[config.mk]
export PLATFORM = sky130hd
export DESIGN_NAME = oiset_ctrl
export DESIGN_NICKNAME = d
export VERILOG_FILES = /design/src/rtl/core/oiset_pkg.sv /design/src/rtl/core/oiset_ctrl.sv
export SDC_FILE = /design/constraint.sdc
export NUM_CORES = 1
export LEC_CHECK = 0
export BUFFER_PORTS_ARGS = -buffer_cell sky130_fd_sc_hd__buf_2
export CAP_MARGIN = 20
export CORE_MARGIN = 4
export CORE_UTILIZATION = 35
export CTS_CLUSTER_DIAMETER = 200
export CTS_CLUSTER_SIZE = 28
export DETAILED_ROUTE_END_ITERATION = 8
export PLACE_DENSITY = 0.53
export SYNTH_ARGS = -nofsm -noshare
export SYNTH_HDL_FRONTEND = slang
export SYNTH_SLANG_ARGS = --single-unit
[constraint.sdc]
create_clock -name clk -period 2.35 [get_ports clk]
set_input_delay 0.235 -clock clk [delete_from_list [all_inputs] [get_ports clk]]
set_output_delay 0.235 -clock clk [all_outputs]
set_load 0.01 [all_outputs]
[src/rtl/core/oiset_pkg.sv]
// Shared types, opcodes and bit-search helpers for the ordered integer set.
// Used by the controller, the datapath, the top level and the port checker.
// No dependencies.
package oiset_pkg;

	// Default key width: universe is 0 .. 2^KEY_BITS - 1
	localparam int KEY_BITS_DEF = 12;

	// Operation codes carried by the func field
	typedef enum logic [2:0] {
		FN_INSERT      = 3'd0,
		FN_INSERT_PRED = 3'd1,
		FN_DELETE      = 3'd2,
		FN_PRED        = 3'd3,
		FN_SUCC        = 3'd4
	} func_t;

	// Datapath step selected by the controller each cycle
	typedef enum logic [3:0] {
		DP_NOP,
		DP_CLEAR,
		DP_LOAD,
		DP_START,
		DP_RMW,
		DP_UPD_INS,
		DP_UPD_DEL,
		DP_DSRCH,
		DP_LEAF1,
		DP_SUM,
		DP_LEAF2,
		DP_EMIT
	} dp_step_t;

	typedef struct packed {
		dp_step_t step;
		logic     le;         // search for largest at or below (else smallest at or above)
		logic     minus_one;  // search from key - 1 (strict predecessor)
	} dp_cmd_t;

	typedef struct packed {
		logic clear_last;  // last word of the clearing sweep
		logic settled;     // answer known from min/max alone
		logic hit;         // masked word holds a set bit
		logic none_end;    // search ran off the edge of the universe
		logic del_search;  // delete removed min or max, rescan needed
		logic out_free;    // result register can take a beat
	} dp_stat_t;

	// Bits 0 .. b set
	function automatic logic [63:0] mask_upto(input logic [5:0] b);
		return {64{1'b1}} >> (6'd63 - b);
	endfunction

	// Bits b .. 63 set
	function automatic logic [63:0] mask_from(input logic [5:0] b);
		return {64{1'b1}} << b;
	endfunction

	// Index of the highest set bit, zero when none
	function automatic logic [5:0] top_bit(input logic [63:0] v);
		logic [5:0] r;
		r = '0;
		for (int i = 0; i < 64; i++) begin
			if (v[i]) r = 6'(i);
		end
		return r;
	endfunction

	// Index of the lowest set bit, zero when none
	function automatic logic [5:0] bottom_bit(input logic [63:0] v);
		logic [5:0] r;
		r = '0;
		for (int i = 63; i >= 0; i--) begin
			if (v[i]) r = 6'(i);
		end
		return r;
	endfunction

endpackage

[src/rtl/core/oiset_ctrl.sv]
// Controller of the ordered integer set: sequences clearing, searches and
// bitmap updates by issuing one datapath step per cycle.
// Depends on oiset_pkg.
module oiset_ctrl import oiset_pkg::*; (
	input  logic     clk,
	input  logic     arst_n,
	input  logic     op_valid,
	input  logic [2:0] func,
	output logic     op_stall,
	output dp_cmd_t  cmd,
	input  dp_stat_t stat
);

	typedef enum logic [3:0] {
		S_CLEAR,
		S_IDLE,
		S_START,
		S_RMW,
		S_UPD,
		S_DSRCH,
		S_LEAF1,
		S_SUM,
		S_LEAF2,
		S_DONE
	} state_t;

	state_t state_q, after_search;
	func_t  kind_q;
	logic   stall_q, accept;

	assign accept       = op_valid && !stall_q;
	assign after_search = (kind_q == FN_INSERT_PRED) ? S_RMW : S_DONE;
	assign op_stall     = stall_q;

	// Decode the datapath step from the state
	always_comb begin
		cmd.le        = (kind_q != FN_SUCC);
		cmd.minus_one = (kind_q == FN_INSERT_PRED);
		unique case (state_q)
			S_CLEAR: cmd.step = DP_CLEAR;
			S_IDLE:  cmd.step = accept ? DP_LOAD : DP_NOP;
			S_START: cmd.step = DP_START;
			S_RMW:   cmd.step = DP_RMW;
			S_UPD:   cmd.step = (kind_q == FN_DELETE) ? DP_UPD_DEL : DP_UPD_INS;
			S_DSRCH: cmd.step = DP_DSRCH;
			S_LEAF1: cmd.step = DP_LEAF1;
			S_SUM:   cmd.step = DP_SUM;
			S_LEAF2: cmd.step = DP_LEAF2;
			S_DONE:  cmd.step = DP_EMIT;
			default: cmd.step = DP_NOP;
		endcase
	end

	// Hold state, operation kind and the input stall
	always_ff @(posedge clk or negedge arst_n) begin
		if (!arst_n) begin
			state_q <= S_CLEAR;
			kind_q  <= FN_INSERT;
			stall_q <= 1'b1;
		end else begin
			unique case (state_q)
				S_CLEAR: begin
					if (stat.clear_last) begin
						state_q <= S_IDLE;
						stall_q <= 1'b0;
					end
				end
				S_IDLE: begin
					if (accept) begin
						kind_q  <= func_t'(func);
						stall_q <= 1'b1;
						unique case (func)
							FN_INSERT, FN_DELETE:            state_q <= S_RMW;
							FN_INSERT_PRED, FN_PRED, FN_SUCC: state_q <= S_START;
							default:                          state_q <= S_DONE;
						endcase
					end
				end
				S_START: state_q <= stat.settled ? after_search : S_LEAF1;
				S_RMW:   state_q <= S_UPD;
				S_UPD:   state_q <= stat.del_search ? S_DSRCH : S_DONE;
				S_DSRCH: state_q <= S_LEAF1;
				S_LEAF1: state_q <= (stat.hit || stat.none_end) ? after_search : S_SUM;
				S_SUM: begin
					if (stat.hit) state_q <= S_LEAF2;
					else if (stat.none_end) state_q <= after_search;
				end
				S_LEAF2: state_q <= after_search;
				S_DONE: begin
					if (stat.out_free) begin
						state_q <= S_IDLE;
						stall_q <= 1'b0;
					end
				end
				default: state_q <= S_IDLE;
			endcase
		end
	end

endmodule

==> results.json, run 1 <==
{
  "wire_per_inst_um": 13.3,
  "top_usage_layer": "met2",
  "p_leak_nw": 0.411,
  "cts_tree": "yes",
  "power_density_nw_per_um2": 1120,
  "tightestPinTransition_ns": 0.358,
  "min_to": "kind_q[1]$_DFFE_PN0N_",
  "skew_ns": 0.00546,
  "hold_class": "in -> reg",
  "r2r_end": "state_q[0]$_DFFE_PN0P_",
  "syn-num-nets": 111,
  "yosys.area.top_type": "dfrtp_1",
  "slew_headroom": 0.759,
  "fin_crit_sh": 0.877,
  "synth_top_area_frac": 0.219,
  "status": "finished clean",
  "clk-insertion-delay-late_ns": 0.25,
  "ys.flop_type": "dfrtp_1",
  "dieArea_um2": 3120,
  "synth_edf_count": 0,
  "grt_usage": 0.131,
  "grt-ovfl-total": 0,
  "dr.pass1.iters": 4,
  "die_h_um": 55.8,
  "setup.worst_path.end_class": "primary output",
  "drv_cap": 0,
  "criticalPathCategory": "reg -> out",
  "cts_root_buf": "clkbuf_4",
  "ys_warn_count": 0,
  "dp_hpwl_um": 1560,
  "first_iter_violations": 11,
  "grt_max_degree": 25,
  "cts_made_buffers": 3,
  "worst_ep_arrival_time_ns": 1.83,
  "vdd_drop_max_mv": 0.535,
  "syn_inst": 99,
  "nNetsFinal": 132,
  "r2r_start": "state_q[0]$_DFFE_PN0P_",
  "num-fill-cells": 233,
  "rsz0062_at_grt": "no",
  "synth_top_cells_by_count": "nor2_1 (9), a21oi_1 (8), nand2_1 (8), o21ai_0 (8), dfrtp_1 (7)",
  "via_count": 793,
  "numPortBuffers": 18,
  "synth_cell_types": 45,
  "startpoint": "state_q[0]$_DFFE_PN0P_",
  "r2r_setup_slack_ns": 0.67,
  "die_w_um": 55.8,
  "first_global_vias": 722,
  "start_util": 0.366,
  "syn2layout_area_growth_pct": 18.1,
  "setup_viol": 0,
  "grt_pass1_wl_um": 3280,
  "r2r_cells": 5,
  "grt_use_met3": 0.0278,
  "totalWireLength_um": 1960,
  "cts.sinks": 8,
  "fp-row-count": 17,
  "crit_fanout": 9,
  "antenna_found_initial": 0,
  "synth.area.top_cells": "dfrtp_1 (22%), a21oi_1 (5.0%), o21ai_0 (5.0%)",
  "slew_viol_final": 0,
  "ant_nets": 0,
  "setup_tns_ns": 0,
  "grt_use_met1": 0.170,
  "start_kind": "flip-flop",
  "htreeDepth": 1,
  "synthArstFlopShare": 1.00,
  "diodes": 0,
  "cts.path.max_buffers": 2,
  "routed_via_density": 5.39,
  "coreArea_um2": 2190,
  "final_util": 0.432,
  "multi_input_area_um2": 538,
  "min_from": "func[1]",
  "drc": 0,
  "layout_min_cycle_time_ns": 2.06,
  "worstPathRequired_ns": 2.12,
  "grt.met2_usage": 0.209,
  "hold_depth": 2,
  "syn_avg_cell_area_um2": 8.09,
  "max_clock_freq_mhz": 485,
  "yosysMostFrequentCell": "nor2_1",
  "path_clk_slew_ns": 0.06,
  "hold_viol": 0,
  "yosysSeqAreaShare": 0.252,
  "drive_above_1_share": 0.277,
  "seq_area_um2": 201,
  "place.gp.congestion": 0.785,
  "syn_area_um2": 801,
  "ios": 19,
  "ys_seq_elements": 8,
  "post-cts-setup-buffers": 0
}
report_power, final:
| part | leakage (nW) | total (mW) | internal, mW | switching (mW) |
|---|---|---|---|---|
| Clock | 0.0150 | 0.109 | 0.0648 | 0.0447 |
| Combinational | 0.298 | 0.695 | 0.324 | 0.371 |
| Sequential | 0.0973 | 0.258 | 0.204 | 0.0544 |
cells in the final DEF (no fill, tap or decap), drive strengths merged, types with 3 or more instances in the layout:
cell,instances
buf,23
nand3b,4
nor2,9
nor3,3
clkbuf,4
a21oi,9
o21ai,11
dfrtp,7
nand2,8
cells by family after synthesis:
group,synth area share
AO/OA/AOI/OAI,0.294
XOR/XNOR,0.0109
buffers and inverters,0.0766
flip-flops,0.252
multiplexers,0.0281
AND/OR/NAND/NOR,0.339
worst max path at each step:
stage / to / depth (start not counted)
finish: cmd[3] / 5
global route: cmd[3] / 5
CTS: cmd[3] / 5
detailed placement: cmd[3] / 5
global placement: cmd[3] / 5
floorplan: cmd[3] / 5
registers in the layout, indices dropped and copies added, names as in the netlist:
signal    count
state_q       4
kind_q        3
op_stall      1
metal layers:
layer,vias up,routed length [um]
met5,-,0
met4,0,22
met3,4,96
met2,16,954
met1,366,887
li1,407,-
layout make-up:
class | instances | area share
Sequential cell | 8 | 0.213
Tap cell | 28 | 0.0370
Timing Repair Buffer | 24 | 0.146
Inverter | 2 | 0.00794
Clock buffer | 4 | 0.0278
Multi-Input combinational cell | 81 | 0.569
through the flow:
stage	hold slack (ns)	instances	total power, mW	instance area [um^2]	setup WS [ns]
finish	0.240	147	1.06	946	0.288
global route	0.235	147	1.17	946	0.0725
CTS	0.227	147	1.08	946	0.259
detailed placement	0.0870	142	0.958	910	0.551
global placement	0.0851	142	0.958	910	0.625
floorplan	-0.0606	99	0.779	801	0.710
repair_timing:
action                                  CTS  global route
hold buffers                              1             0
resized for setup                         0             0
endpoints found under the setup margin    0             0
endpoints found under the hold margin     7             0
critical path, stage by stage, from the launching register on:
cell,delay [ns]
dfrtp_1,0.48
nor4b_2,0.35
nand3b_1,0.24
and3_1,0.24
o21ai_1,0.11
buf_2,0.14
Note: power is estimated with default switching activity, not from simulation.
==> run 2: changes to the inputs <==
- ABC_AREA: unset -> 1
- ABC_CLOCK_PERIOD_IN_PS: unset -> 2350
- CTS_CLUSTER_SIZE: 28 -> 30
==> run 2 against run 1 <==
Against the previous run:
- maximum frequency up 11%
- cell count up 16%
- worst setup slack better by 0.20 ns
- via count up 1.1%
- highest routed layer unchanged
==> results.json, run 2 <==
{
  "hold_viol": 0,
  "syn-num-nets": 134,
  "path_depth": 6,
  "r2r_setup_slack_ns": 0.96,
  "slowest_stage": "dfrtp_1",
  "p_total_mw": 1.03,
  "first_iter_violations": 16,
  "criticalPathCategory": "reg -> out",
  "fin_crit_sh": 0.793,
  "first_global_vias": 782,
  "yosysMostFrequentCell": "nand2_1",
  "wl_met3_um": 52,
  "cts_resized": 0,
  "yosysSeqAreaShare": 0.267,
  "ys_warn_count": 0,
  "hold_class": "in -> reg",
  "routed_via_density": 4.69,
  "max_clock_freq_mhz": 537,
  "power_density_nw_per_um2": 1130,
  "rsz0062_at_grt": "no",
  "syn_avg_cell_area_um2": 6.18,
  "worst_ep_arrival_time_ns": 1.63,
  "setup.worst_path.end_class": "primary output",
  "grt_max_degree": 10,
  "tightestPinTransition_ns": 0.364,
  "syn_inst": 122,
  "htreeDepth": 1,
  "synthArstFlopShare": 1.00,
  "path_cells": "nor2_4 -> inv_2 -> nor2_4 -> nand3_2 -> o2111ai_1 -> buf_2",
  "coreArea_um2": 2000,
  "yosys.area.top_type": "dfrtp_1",
  "wl_met1_um": 921,
  "grt_pass1_wl_um": 3370,
  "start_util": 0.377,
  "slew_headroom": 0.754,
  "dieArea_um2": 2960,
  "path_delay_family": "flip-flops",
  "dr.pass1.iters": 4,
  "numPortBuffers": 18,
  "dp_hpwl_um": 1690,
  "setup_tns_ns": 0,
  "max_stage_delay_ns": 0.49,
  "drive_above_1_share": 0.278,
  "path_clk_slew_ns": 0.06,
  "layout_common_cells": "nand2_1 (32), buf_2 (18), inv_1 (17), nor2_1 (17), nand3_1 (9)",
  "totalWireLength_um": 1960,
  "die_w_um": 54.4,
  "crit_top_cell": "nor2_4",
  "cts.path.max_buffers": 2,
  "ys_seq_elements": 8,
  "wire_per_inst_um": 11.5,
  "synth_top_area_frac": 0.232,
  "path_buf_inv": 2,
  "nNetsFinal": 157,
  "drv_cap": 0,
  "synth_cell_types": 24,
  "syn2layout_area_growth_pct": 20.6,
  "cts_tree": "yes",
  "layout_min_cycle_time_ns": 1.86,
  "slew_viol_final": 0,
  "setup_viol": 0,
  "fp-row-count": 16,
  "antenna_found_initial": 0,
  "ys.flop_type": "dfrtp_1",
  "die_h_um": 54.4,
  "cts.sinks": 8,
  "skew_ns": 0.00507,
  "worstPathRequired_ns": 2.12,
  "wl_met2_um": 976,
  "grt_usage": 0.160,
  "synth_edf_count": 0,
  "cts_made_buffers": 3,
  "status": "finished clean",
  "place.gp.congestion": 0.851,
  "drc": 0,
  "p_leak_nw": 0.502,
  "via_count": 802,
  "final_util": 0.454,
  "r2r_cells": 8,
  "diodes": 0,
  "layout_commonest_cell": "nand2_1",
  "vdd_drop_max_mv": 0.471,
  "synth.area.top_cells": "dfrtp_1 (23%), nand2_1 (16%), inv_1 (8.5%)",
  "clk-insertion-delay-late_ns": 0.25,
  "grt-ovfl-total": 0,
  "ant_nets": 0,
  "start_kind": "flip-flop",
  "largest_reg_flops": 4,
  "regMostFlops": "state_q",
  "crit_fanout": 8,
  "cts_root_buf": "clkbuf_4",
  "syn_area_um2": 754,
  "ios": 19,
  "routed.top_layer": "met4",
  "hold_depth": 3,
  "synth_top_cells_by_count": "nand2_1 (32), inv_1 (17), nor2_1 (17)"
}
-- run 2: changes by cell type after synthesis, moves of 5 or more --
cell     change
inv_1       +15
nand2_1     +24
nand2_2      +5
nand3_1      +8
nor2_1       +8
o21ai_0      -7
-- run 2: cell type report --
class | instances | area, um^2
fill | 237 | 1090
inverter | 20 | 75.1
sequential | 8 | 201
tap | 27 | 33.8
clock buffer | 4 | 26.3
multi-input combinational | 93 | 473
timing repair buffer | 19 | 100
-- run 2: cell families after synthesis --
group                  count (synthesis)  synth area share
AOI/OAI and AO/OA                     16             0.119
DFF                                    8             0.267
and+or+nand+nor                       77             0.507
buffers and inverters                 21             0.106
-- run 2: final timing paths --
kind	from	end
setup / recovery	state_q[2]$_DFFE_PN0P_	cmd[3]
hold / removal	func[0]	kind_q[0]$_DFFE_PN0N_
setup reg to reg	state_q[1]$_DFFE_PN0P_	state_q[1]$_DFFE_PN0P_
hold reg to reg	op_stall$_DFFE_PN1P_	op_stall$_DFFE_PN1P_
max in group asynchronous	arst_n	op_stall$_DFFE_PN1P_
min in group asynchronous	arst_n	state_q[3]$_DFFE_PN0P_
-- run 2: power breakdown --
part | switching (mW) | total (mW) | internal, mW
sequential | 0.0840 | 0.283 | 0.199
clock | 0.0440 | 0.109 | 0.0648
combinational | 0.400 | 0.635 | 0.234
-- run 2: routing by layer --
metal	vias up	track usage
met5	-	0
met2	12	0.271
li1	431	-
met1	357	0.205
met4	0	0.0332
met3	2	0.0409
-- run 2: what timing repair did --
| action | in CTS | in global routing |
|---|---|---|
| hold buffers | 1 | 0 |
| buffers inserted | 0 | 0 |
| endpoints found under the hold margin | 7 | 0 |
-- run 2: tightest hold or removal path: cells and delay by family --
family	cells	cell delay, ns
buffers and inverters	2	0.15
AO/OA/AOI/OAI	1	0.06
-- run 2: metrics by stage --
| step | instance area [um^2] | setup WS [ns] | instances | hold slack (ns) |
|---|---|---|---|---|
| 2_1_floorplan | 754 | 1.01 | 122 | -0.0606 |
| 3_3_place_gp | 873 | 0.782 | 166 | 0.0876 |
| 3_5_place_dp | 873 | 0.749 | 166 | 0.0899 |
| 4_1_cts | 910 | 0.458 | 171 | 0.235 |
| 5_1_grt | 910 | 0.331 | 171 | 0.254 |
| 6_report | 910 | 0.487 | 171 | 0.245 |
==> run 3: changes to the inputs <==
- ABC_CLOCK_PERIOD_IN_PS: 2350 -> 1700
- PLACE_DENSITY: 0.53 -> 0.56
- clock period: 2.35 -> 1.7 ns (I/O delays scaled with it)
==> run 3 against run 2 <==
Against the previous run:
- register-to-register slack got worse by 0.75 ns
- cell area is 20% higher
- sequential cell count is the same
- combinational power is 87% higher
- global-route usage increased by 1.3 points
- core utilization rose by 9.3 points
- non-clock buffer count up 20
- die area is the same
- worst setup slack lost 0.44 ns
- cell count rose by 12%
- largest power group unchanged
- highest routed layer unchanged
==> results.json, run 3 (synthesis results as in run 2) <==
{
  "skew_ns": 0.00130,
  "start_util": 0.377,
  "clk-insertion-delay-late_ns": 0.26,
  "wl_met1_um": 1000,
  "ios": 19,
  "regMostFlops": "state_q",
  "grt_usage": 0.174,
  "criticalPathCategory": "reg -> out",
  "routed.top_layer": "met4",
  "routed_via_density": 4.88,
  "num-fill-cells": 211,
  "crit_fanout": 6,
  "cts_root_buf": "clkbuf_4",
  "hold_ws_ns": 0.161,
  "cts_made_buffers": 3,
  "dr.pass1.iters": 4,
  "totalWireLength_um": 2300,
  "path_cells": "inv_4 -> nand2_2 -> nor2_4 -> nand3_4 -> o2111ai_1 -> buf_2",
  "cts_tree": "yes",
  "drive_above_1_share": 0.433,
  "die_w_um": 54.4,
  "drv_cap": 0,
  "wl_met3_um": 167,
  "first_iter_violations": 25,
  "hold_class": "in -> reg",
  "max_clock_freq_mhz": 604,
  "coreArea_um2": 2000,
  "first_global_vias": 809,
  "setup_viol": 0,
  "grt_max_degree": 10,
  "layout_common_cells": "nand2_1 (31), buf_4 (20), buf_2 (18)",
  "worst_ep_arrival_time_ns": 1.48,
  "final_util": 0.548,
  "htreeDepth": 1,
  "vdd_drop_max_mv": 1.05,
  "grt_pass1_wl_um": 3650,
  "fp-row-count": 16,
  "dieArea_um2": 2960,
  "setup.worst_path.end_class": "primary output",
  "slowest_stage": "dfrtp_2",
  "grt-ovfl-total": 0,
  "finalInstanceArea_um2": 1100,
  "place_area_um2": 873,
  "power_density_nw_per_um2": 1600,
  "hold_viol": 0,
  "diodes": 0,
  "wire_per_inst_um": 12.0,
  "numPortBuffers": 18,
  "die_h_um": 54.4,
  "start_kind": "flip-flop",
  "status": "finished clean",
  "layout_commonest_cell": "nand2_1",
  "layout_min_cycle_time_ns": 1.65,
  "slew_viol_final": 0,
  "wl_met2_um": 1100,
  "multi_input_area_um2": 499,
  "cts.path.max_buffers": 2,
  "seq_area_um2": 206,
  "tightestPinTransition_ns": 0.343,
  "ant_nets": 0,
  "antenna_found_initial": 0,
  "nNetsFinal": 177,
  "worstPathRequired_ns": 1.53,
  "p_leak_nw": 0.594,
  "p_total_mw": 1.75,
  "cts.sinks": 8,
  "drc": 0,
  "place.gp.congestion": 0.867,
  "max_stage_delay_ns": 0.47,
  "via_count": 933,
  "slew_headroom": 0.769,
  "largest_reg_flops": 4,
  "path_clk_slew_ns": 0.06,
  "dp_hpwl_um": 1660,
  "syn2layout_area_growth_pct": 45.3,
  "fin_crit_sh": 0.973
}
[run 3: cell type report]
type	instances	area share
sequential	8	0.188
timing repair buffer	39	0.228
tap	27	0.0308
inverter	20	0.0731
multi-input combinational	93	0.455
clock buffer	4	0.0240
[run 3: routing by layer]
layer	global-route usage	up-vias
li1	-	474
met1	0.222	421
met2	0.289	35
met3	0.0409	3
met4	0.0498	0
met5	0	-
[run 3: through the flow]
step                      TNS, ns  setup WS [ns]  cells
after floorplan                 0          0.428    122
after global placement          0          0.205    166
after detailed placement        0          0.160    166
after CTS                       0         0.0170    174
after global routing      -0.0503        -0.0503    191
final                           0         0.0455    191
[run 3: power breakdown]
group          internal [mW]  total (mW)  switching (mW)
Combinational          0.527        1.19           0.667
Sequential             0.282       0.392           0.110
Clock                 0.0904       0.164          0.0736
[run 3: timing repair]
action | CTS | global route
resized for setup | 5 | 9
hold buffers | 1 | 0
pin swaps | 2 | 4
endpoints found under the hold margin | 8 | 0
buffers inserted | 3 | 17
endpoints found under the setup margin | 2 | 2
[run 3: final timing paths]
check	startpoint	to	slack (ns)	cells after the start
worst max-delay path	state_q[1]$_DFFE_PN0P_	cmd[3]	0.05	6
worst min-delay path	func[0]	kind_q[0]$_DFFE_PN0N_	0.16	3
worst max register to register	state_q[3]$_DFFE_PN0P_	state_q[3]$_DFFE_PN0P_	0.21	10
worst min register to register	op_stall$_DFFE_PN1P_	op_stall$_DFFE_PN1P_	0.49	2
max in group asynchronous	arst_n	op_stall$_DFFE_PN1P_	1.19	2
min in group asynchronous	arst_n	state_q[3]$_DFFE_PN0P_	0.27	2
[run 3: worst max-delay path, delay by kind of cell (launching register included)]
kind                   cells  cell delay (ns)
buffers and inverters      2             0.26
DFF                        1             0.47
and+or+nand+nor            3             0.40
AOI/OAI and AO/OA          1             0.11
